==> config.mk <==
export PLATFORM = sky130hd
export DESIGN_NAME = shdc_ctrl
export DESIGN_NICKNAME = d
export VERILOG_FILES = /design/src/rtl/shdc_pkg.sv /design/src/rtl/shdc_ctrl.sv
export SDC_FILE = /design/constraint.sdc
export NUM_CORES = 1
export LEC_CHECK = 0
export BUFFER_PORTS_ARGS = -buffer_cell sky130_fd_sc_hd__buf_2
export CAP_MARGIN = 20
export CORE_MARGIN = 2
export CORE_UTILIZATION = 40
export CTS_CLUSTER_SIZE = 28
export DETAILED_ROUTE_END_ITERATION = 6
export GPL_TIMING_DRIVEN = 0
export PLACE_DENSITY = 0.7
export SLEW_MARGIN = 15
export SYNTH_ARGS = -nofsm -noshare
export SYNTH_HDL_FRONTEND = slang
export SYNTH_SLANG_ARGS = --single-unit
==> constraint.sdc <==
create_clock -name clk -period 1.65 [get_ports clk]
set_input_delay 0.0825 -clock clk [delete_from_list [all_inputs] [get_ports clk]]
set_output_delay 0.0825 -clock clk [all_outputs]
set_load 0.005 [all_outputs]
==> src/rtl/shdc_pkg.sv <==
// ----------------------------------------------------------------------------
// shdc_pkg
// types, constants and codes for the salted hash dedup counter
// ----------------------------------------------------------------------------
package shdc_pkg;

  localparam int SET_DEPTH = 256;
  localparam int AW = $clog2(SET_DEPTH);
  localparam int FW = AW + 1;
  localparam logic [63:0] FNV_BASIS = 64'hcbf29ce484222325;
  localparam logic [63:0] FNV_MUL = 64'h00000100000001b3;

  localparam logic [1:0] FUNC_SIGHT = 2'd0;
  localparam logic [1:0] FUNC_END = 2'd1;
  localparam logic [1:0] FUNC_ERR = 2'd2;
  localparam logic [1:0] FUNC_IGNORE = 2'd3;

  localparam logic [1:0] REG_SALT = 2'd0;
  localparam logic [1:0] REG_SPC = 2'd1;
  localparam logic [1:0] REG_MPS = 2'd2;

  typedef struct packed {
    logic [1:0] func;
    logic [47:0] station_addr;
  } in_item_t;

  typedef struct packed {
    logic [63:0] hash_value;
    logic repeated;
    logic new_overall;
    logic store_full;
    logic report_valid;
    logic [15:0] cycle_impressions;
    logic [15:0] cycle_unique;
    logic [15:0] cycle_repeated;
    logic [31:0] total_unique;
    logic [31:0] total_scans;
    logic [31:0] scan_error_count;
  } out_item_t;

  typedef enum logic [3:0] {
    ST_IDLE, ST_DECIDE, ST_HASH, ST_MUL, ST_CUR_RD, ST_CUR_CMP, ST_INSERT,
    ST_PREV_RD, ST_PREV_CMP, ST_SIGHT_DONE, ST_SCAN, ST_OUT
  } state_t;

  // commands from controller to datapath
  typedef struct packed {
    logic load;
    logic hash_xor;
    logic hash_mul;
    logic rd_cur;
    logic rd_prev;
    logic idx_clr;
    logic idx_inc;
    logic note_rep;
    logic insert;
    logic note_new;
    logic sight_done;
    logic skip_sight;
    logic scan_done;
  } cmd_t;

  // status from datapath to controller
  typedef struct packed {
    logic is_sight;
    logic is_scan;
    logic over_limit;
    logic last_byte;
    logic idx_end_cur;
    logic idx_end_prev;
    logic match;
  } stat_t;

endpackage

==> src/rtl/shdc_ctrl.sv <==
// ----------------------------------------------------------------------------
// shdc_ctrl
// sequencer: hash rounds, bank walks, scan bookkeeping
// ----------------------------------------------------------------------------
module shdc_ctrl import shdc_pkg::*; (
  input  logic  clk,
  input  logic  rst,
  input  logic  in_valid,
  output logic  in_stall,
  output logic  out_valid,
  input  logic  out_stall,
  input  stat_t st,
  output cmd_t  cmd
);

  state_t state, state_next;
  logic busy;
  logic ov, ov_next;

  // state and output flag registers
  always_ff @(posedge clk) begin
    if (rst) begin
      state <= ST_IDLE;
      ov <= 1'b0;
    end else begin
      state <= state_next;
      ov <= ov_next;
    end
  end

  // a waiting result blocks the next item until it is taken
  assign busy = (state != ST_IDLE);
  assign out_valid = ov;
  assign in_stall = busy || (ov && out_stall);

  // next state and commands
  always_comb begin
    state_next = state;
    cmd = '0;
    ov_next = ov && out_stall;
    case (state)
      ST_IDLE: begin
        if (in_valid && !(ov && out_stall)) begin
          cmd.load = 1'b1;
          state_next = ST_DECIDE;
        end
      end
      ST_DECIDE: begin
        if (st.is_sight) begin
          if (st.over_limit) begin
            cmd.skip_sight = 1'b1;
            state_next = ST_OUT;
          end else state_next = ST_HASH;
        end else if (st.is_scan) begin
          state_next = ST_SCAN;
        end else state_next = ST_OUT;
      end
      ST_HASH: begin
        cmd.hash_xor = 1'b1;
        state_next = ST_MUL;
      end
      ST_MUL: begin
        cmd.hash_mul = 1'b1;
        if (st.last_byte) begin
          cmd.idx_clr = 1'b1;
          state_next = ST_CUR_RD;
        end else state_next = ST_HASH;
      end
      ST_CUR_RD: begin
        if (st.idx_end_cur) begin
          cmd.insert = 1'b1;
          cmd.idx_clr = 1'b1;
          state_next = ST_PREV_RD;
        end else begin
          cmd.rd_cur = 1'b1;
          state_next = ST_CUR_CMP;
        end
      end
      ST_CUR_CMP: begin
        if (st.match) begin
          cmd.note_rep = 1'b1;
          state_next = ST_SIGHT_DONE;
        end else begin
          cmd.idx_inc = 1'b1;
          state_next = ST_CUR_RD;
        end
      end
      ST_PREV_RD: begin
        if (st.idx_end_prev) begin
          cmd.note_new = 1'b1;
          state_next = ST_SIGHT_DONE;
        end else begin
          cmd.rd_prev = 1'b1;
          state_next = ST_PREV_CMP;
        end
      end
      ST_PREV_CMP: begin
        if (st.match) state_next = ST_SIGHT_DONE;
        else begin
          cmd.idx_inc = 1'b1;
          state_next = ST_PREV_RD;
        end
      end
      ST_SIGHT_DONE: begin
        cmd.sight_done = 1'b1;
        state_next = ST_OUT;
      end
      ST_SCAN: begin
        cmd.scan_done = 1'b1;
        state_next = ST_OUT;
      end
      ST_OUT: begin
        if (!(ov && out_stall)) begin
          ov_next = 1'b1;
          state_next = ST_IDLE;
        end
      end
      default: state_next = ST_IDLE;
    endcase
  end

endmodule

Word-level counts from Yosys, hierarchy flattened
Index checks and enable logic that the tools add are counted.
- output and inout bits: 15
- flip-flop bits (word level): 5
- mux-type cells: 35
- equal/unequal tests: 12
- reduce and logical (&&, ||, !) cells: 9
- operators with widths (operator ; number):
    case mux 4 bit (10 select lines) ; 1
    2-to-1 mux 1 bit ; 25
    2-to-1 mux 4 bit ; 6
    == test 4 bit, second input constant ; 4
    == test 4 x 3 -> 1 bit, second input constant ; 3
    == test 4 x 2 -> 1 bit, second input constant ; 2
    == test 4 x 1 -> 1 bit, second input constant ; 1
    logical NOT 4 bit ; 1
    inequality test 2 bit, second input constant ; 2
    nonzero test 4 bit ; 1
    OR reduction 2 bit ; 2
    2-to-1 mux 3 bit ; 1
    logical AND 1 bit ; 2
    2-to-1 mux 2 bit ; 1
    case mux 1 bit (2 select lines) ; 1
    AND reduction 2 bit ; 1
    logical NOT 1 bit ; 1
    logical OR 1 bit ; 1

Depth between registers and ports, before layout
- word-level depth: 5
- depth in mapped cells: 6
- mapped depth without buffers: 4

Worst setup path before layout
Ideal clock, no wire load.
- path kind: reg-to-reg
- from: register state[0]
- to: register state[0]
- setup slack: 466 ps
- clock period less this slack: 1184 ps
- stages on the path, launching flop included: 6
- data required time: 1523 ps
- data arrival time: 1056 ps
- path buffers: 1
- path through: dfxtp_1 > buf_4 > nor4_2 > o21ba_1 > o22ai_1 > a211oi_2
- longest elaborated chain between the ends: 3
- ends and longest elaborated chain (item ; line ; RTL):
    start: declaration ; shdc_ctrl.sv:16 ; state_t state, state_next;
    start signal: assignment ; shdc_ctrl.sv:26 ; state <= state_next;
    == test 4 bit / logical NOT 4 bit (equally long branches) ; shdc_ctrl.sv:41 ; case (state)
    OR reduction 2 bit (no source line) / inequality test 2 bit (equally long branches) ; -- ;
    case mux 4 bit (10 select lines) / AND reduction 2 bit (equally long branches) ; -- ;
Several ways; a longest one is shown, not always the timed one.
A chain may end at the register's enable or synchronous reset.

==> impl_results.md <==
- Element type at the critical path start: flip-flop
- Wirelength per Cell: 11.9 um
- Simple-gate area share of the yosys netlist: 0.401
- Cell Pwr Density: 1500 mW/mm^2
- Largest family of logic cells by synthesized area: simple AND/OR/NAND/NOR gates
- Pwr Total: 1.12 mW
- Async S/R FF share, synth: 0
- I/O Buffers: 25
- Ys Warns: 0
- Die width: 42.0 um
- Initial antenna violation count: 0
- Die height: 42.0 um
- Fmax: 684 MHz
- Placer Congestion: 0.774
- Max_cap viols: 0
- Slew @ Worst Pin: 297 ps
- Die area: 0.00176 mm^2
- Crit-path slowest cell: dfxtp_1
- CTS Buffer Depth: 2
- Syn Inst Count: 82
- Fin crit share: 0.886
- N_diodes: 0
- Via count: 672
- Drc violations: 0
- EDFF count, synth: 0
- CTS root buf: clkbuf_4
- Fin. max-slew vios: 0
- Final Hold Violating Endpoints: 0
- Tot GR Track Use: 0.186
- Number of H-tree levels: 1
- Vias per cell: 5.38
- Ratio of cells with drive above 1 in the final layout: 0.364
- Largest area contributor in the netlist: dfxtp_1
- Register bit count reported by yosys: 5
- Compound-Gate Fraction of Synth Area: 0.254
- Initial Utilization: 0.438
- CP Class: flip-flop to output pin
- Post-synth cell types: 27
- Largest net degree at the start of global routing: 11
- Area Overhead vs Synth: 28.6%
- Mux cell area share after synthesis: 0.0369
- CTS tree: built
- Adder-cell area share of the yosys netlist: 0
- Core Rows: 13
- First-pass GRT wire length: 2600 um
- Synth Net Count: 93
- Total grt overflow: 0
- Worst-path cell chain: buf_4, nor4_2, and3_1, buf_2
- CP Data Arrival Time: 1380 ps
- Tmin final: 1460 ps
- Sequential fraction of the synthesis area: 0.174
- Final wirelength: 1490 um
- Crit path max fanout: 19
- First-pass iteration count of the detailed router: 3
- Pleak: 0.359 nW
- Xor and xnor fraction of the mapped netlist area: 0
- Crit end category: output pin
- Max stage delay on crit path: 320 ps
- Top post-synthesis cells by area: dfxtp_1, a21oi_1, nand2_1, buf_6, and3_1
- Rel. slew slack: 0.800
- Setup violators final: 0
- Mapped Area: 577 um^2
- VDD IR-drop max: 759 uV
- Final net count: 122
- Register clock-pin slew on the reported worst setup and hold paths: 40 ps
- Setup Skew: 0.611 ps
- CTS Buf Count: 3
- I/O pins: 26
- Post-DP HPWL: 1160 um
- DR iter-0 viols: 8
- Setup TNS: 0 ps
- Synth top cells by count: a21oi_1, nand2_1, nor2_1
- Worst skew pair latency: 240 ps
- Vias in the first global route: 626
- Num Clock Sinks: 5
- Core footprint: 0.00132 mm^2
- Syn_area_per_cell: 7.03 um^2
- Dominant synthesized flop cell: dfxtp_1
- RSZ-0062 raised after global routing: false
- Critical path required time: 1570 ps
- Top-area cell type share of the netlist area: 0.174
- ANT nets after route: 0
- Hold crit path type: input pin to flip-flop
- Outcome: finished clean
- Fill count: 137
layer usage:
| layer | vias up | track usage | part of all wire |
|---|---|---|---|
| li1 | 348 | - | - |
| met1 | 307 | 0.227 | 0.47 |
| met2 | 17 | 0.328 | 0.48 |
| met3 | 0 | 0.0560 | 0.052 |
| met4 | 0 | 0.0194 | 0 |
| met5 | - | 0 | 0 |
per-stage QoR:
step / cell area, um^2 / setup slack [ps] / hold slack [ps] / std cells / utilization
global route: 742 / 65.7 / 105 / 125 / 0.563
floorplan: 577 / 466 / 152 / 82 / -
CTS: 747 / 100 / 97.8 / 126 / 0.567
detailed placement: 721 / 297 / 355 / 122 / 0.547
global placement: 721 / 317 / 363 / 122 / 0.547
finish: 742 / 189 / 105 / 125 / 0.563
cell type report:
type                            count  area (um^2)  area share
Buffer                              6         53.8      0.0725
Clock buffer                        4         26.3      0.0354
Inverter                            5         18.8      0.0253
Multi-Input combinational cell     65          399       0.538
Sequential cell                     5          100       0.135
Tap cell                           15         18.8      0.0253
Timing Repair Buffer               25          125       0.169
sequential cells by signal (all words and copies together) (netlist names):
name / count
state: 4
out_valid: 1
final timing paths:
path / startpoint / endpoint / slack (ps) / cells past startpoint
worst max-delay path: state[0]$_SDFFE_PP0P_ / cmd[12] / 190 / 4
worst min register to register: out_valid$_SDFF_PP0_ / out_valid$_SDFF_PP0_ / 640 / 2
worst min-delay path: rst / state[3]$_SDFFE_PP0P_ / 100 / 2
worst max register to register: state[0]$_SDFFE_PP0P_ / state[0]$_SDFFE_PP0P_ / 230 / 5
logic make-up (layout without fill, tap and decap cells):
kind of cell,Yosys count,count (layout)
compound gates,21,21
buf+inv,12,40
flops,5,5
mux,2,2
simple gates,42,42
where the power goes:
part / leakage [nW] / switching (mW) / internal, mW / total [mW]
clock: 0.0150 / 0.0476 / 0.0913 / 0.139
sequential: 0.0411 / 0.0422 / 0.163 / 0.205
combinational: 0.303 / 0.425 / 0.346 / 0.772
placed cells by master, fill, tap and decap left out, types with 2 or more instances in the layout:
cell	instances
dfxtp_1	5
inv_1	5
clkbuf_4	3
nor2b_1	3
o211ai_1	2
buf_6	3
nand2_1	9
a21oi_1	9
o22ai_1	3
a211oi_1	3
nor3_1	6
nand2b_1	5
nor2_1	7
buf_2	26
buf_4	2
nor3_2	2
and3_1	5
worst max-delay path: cells and delay by family (launching register included):
family        cells  cell delay, ps
simple gates      2             500
flops             1             320
buf+inv           2             310
timing repair:
item                       CTS  global route
setup endpoints to repair    0             1
resized for setup            0             0
buffers inserted             0             0
hold buffers                 0             0
Power figures use the tool's default switching activity.
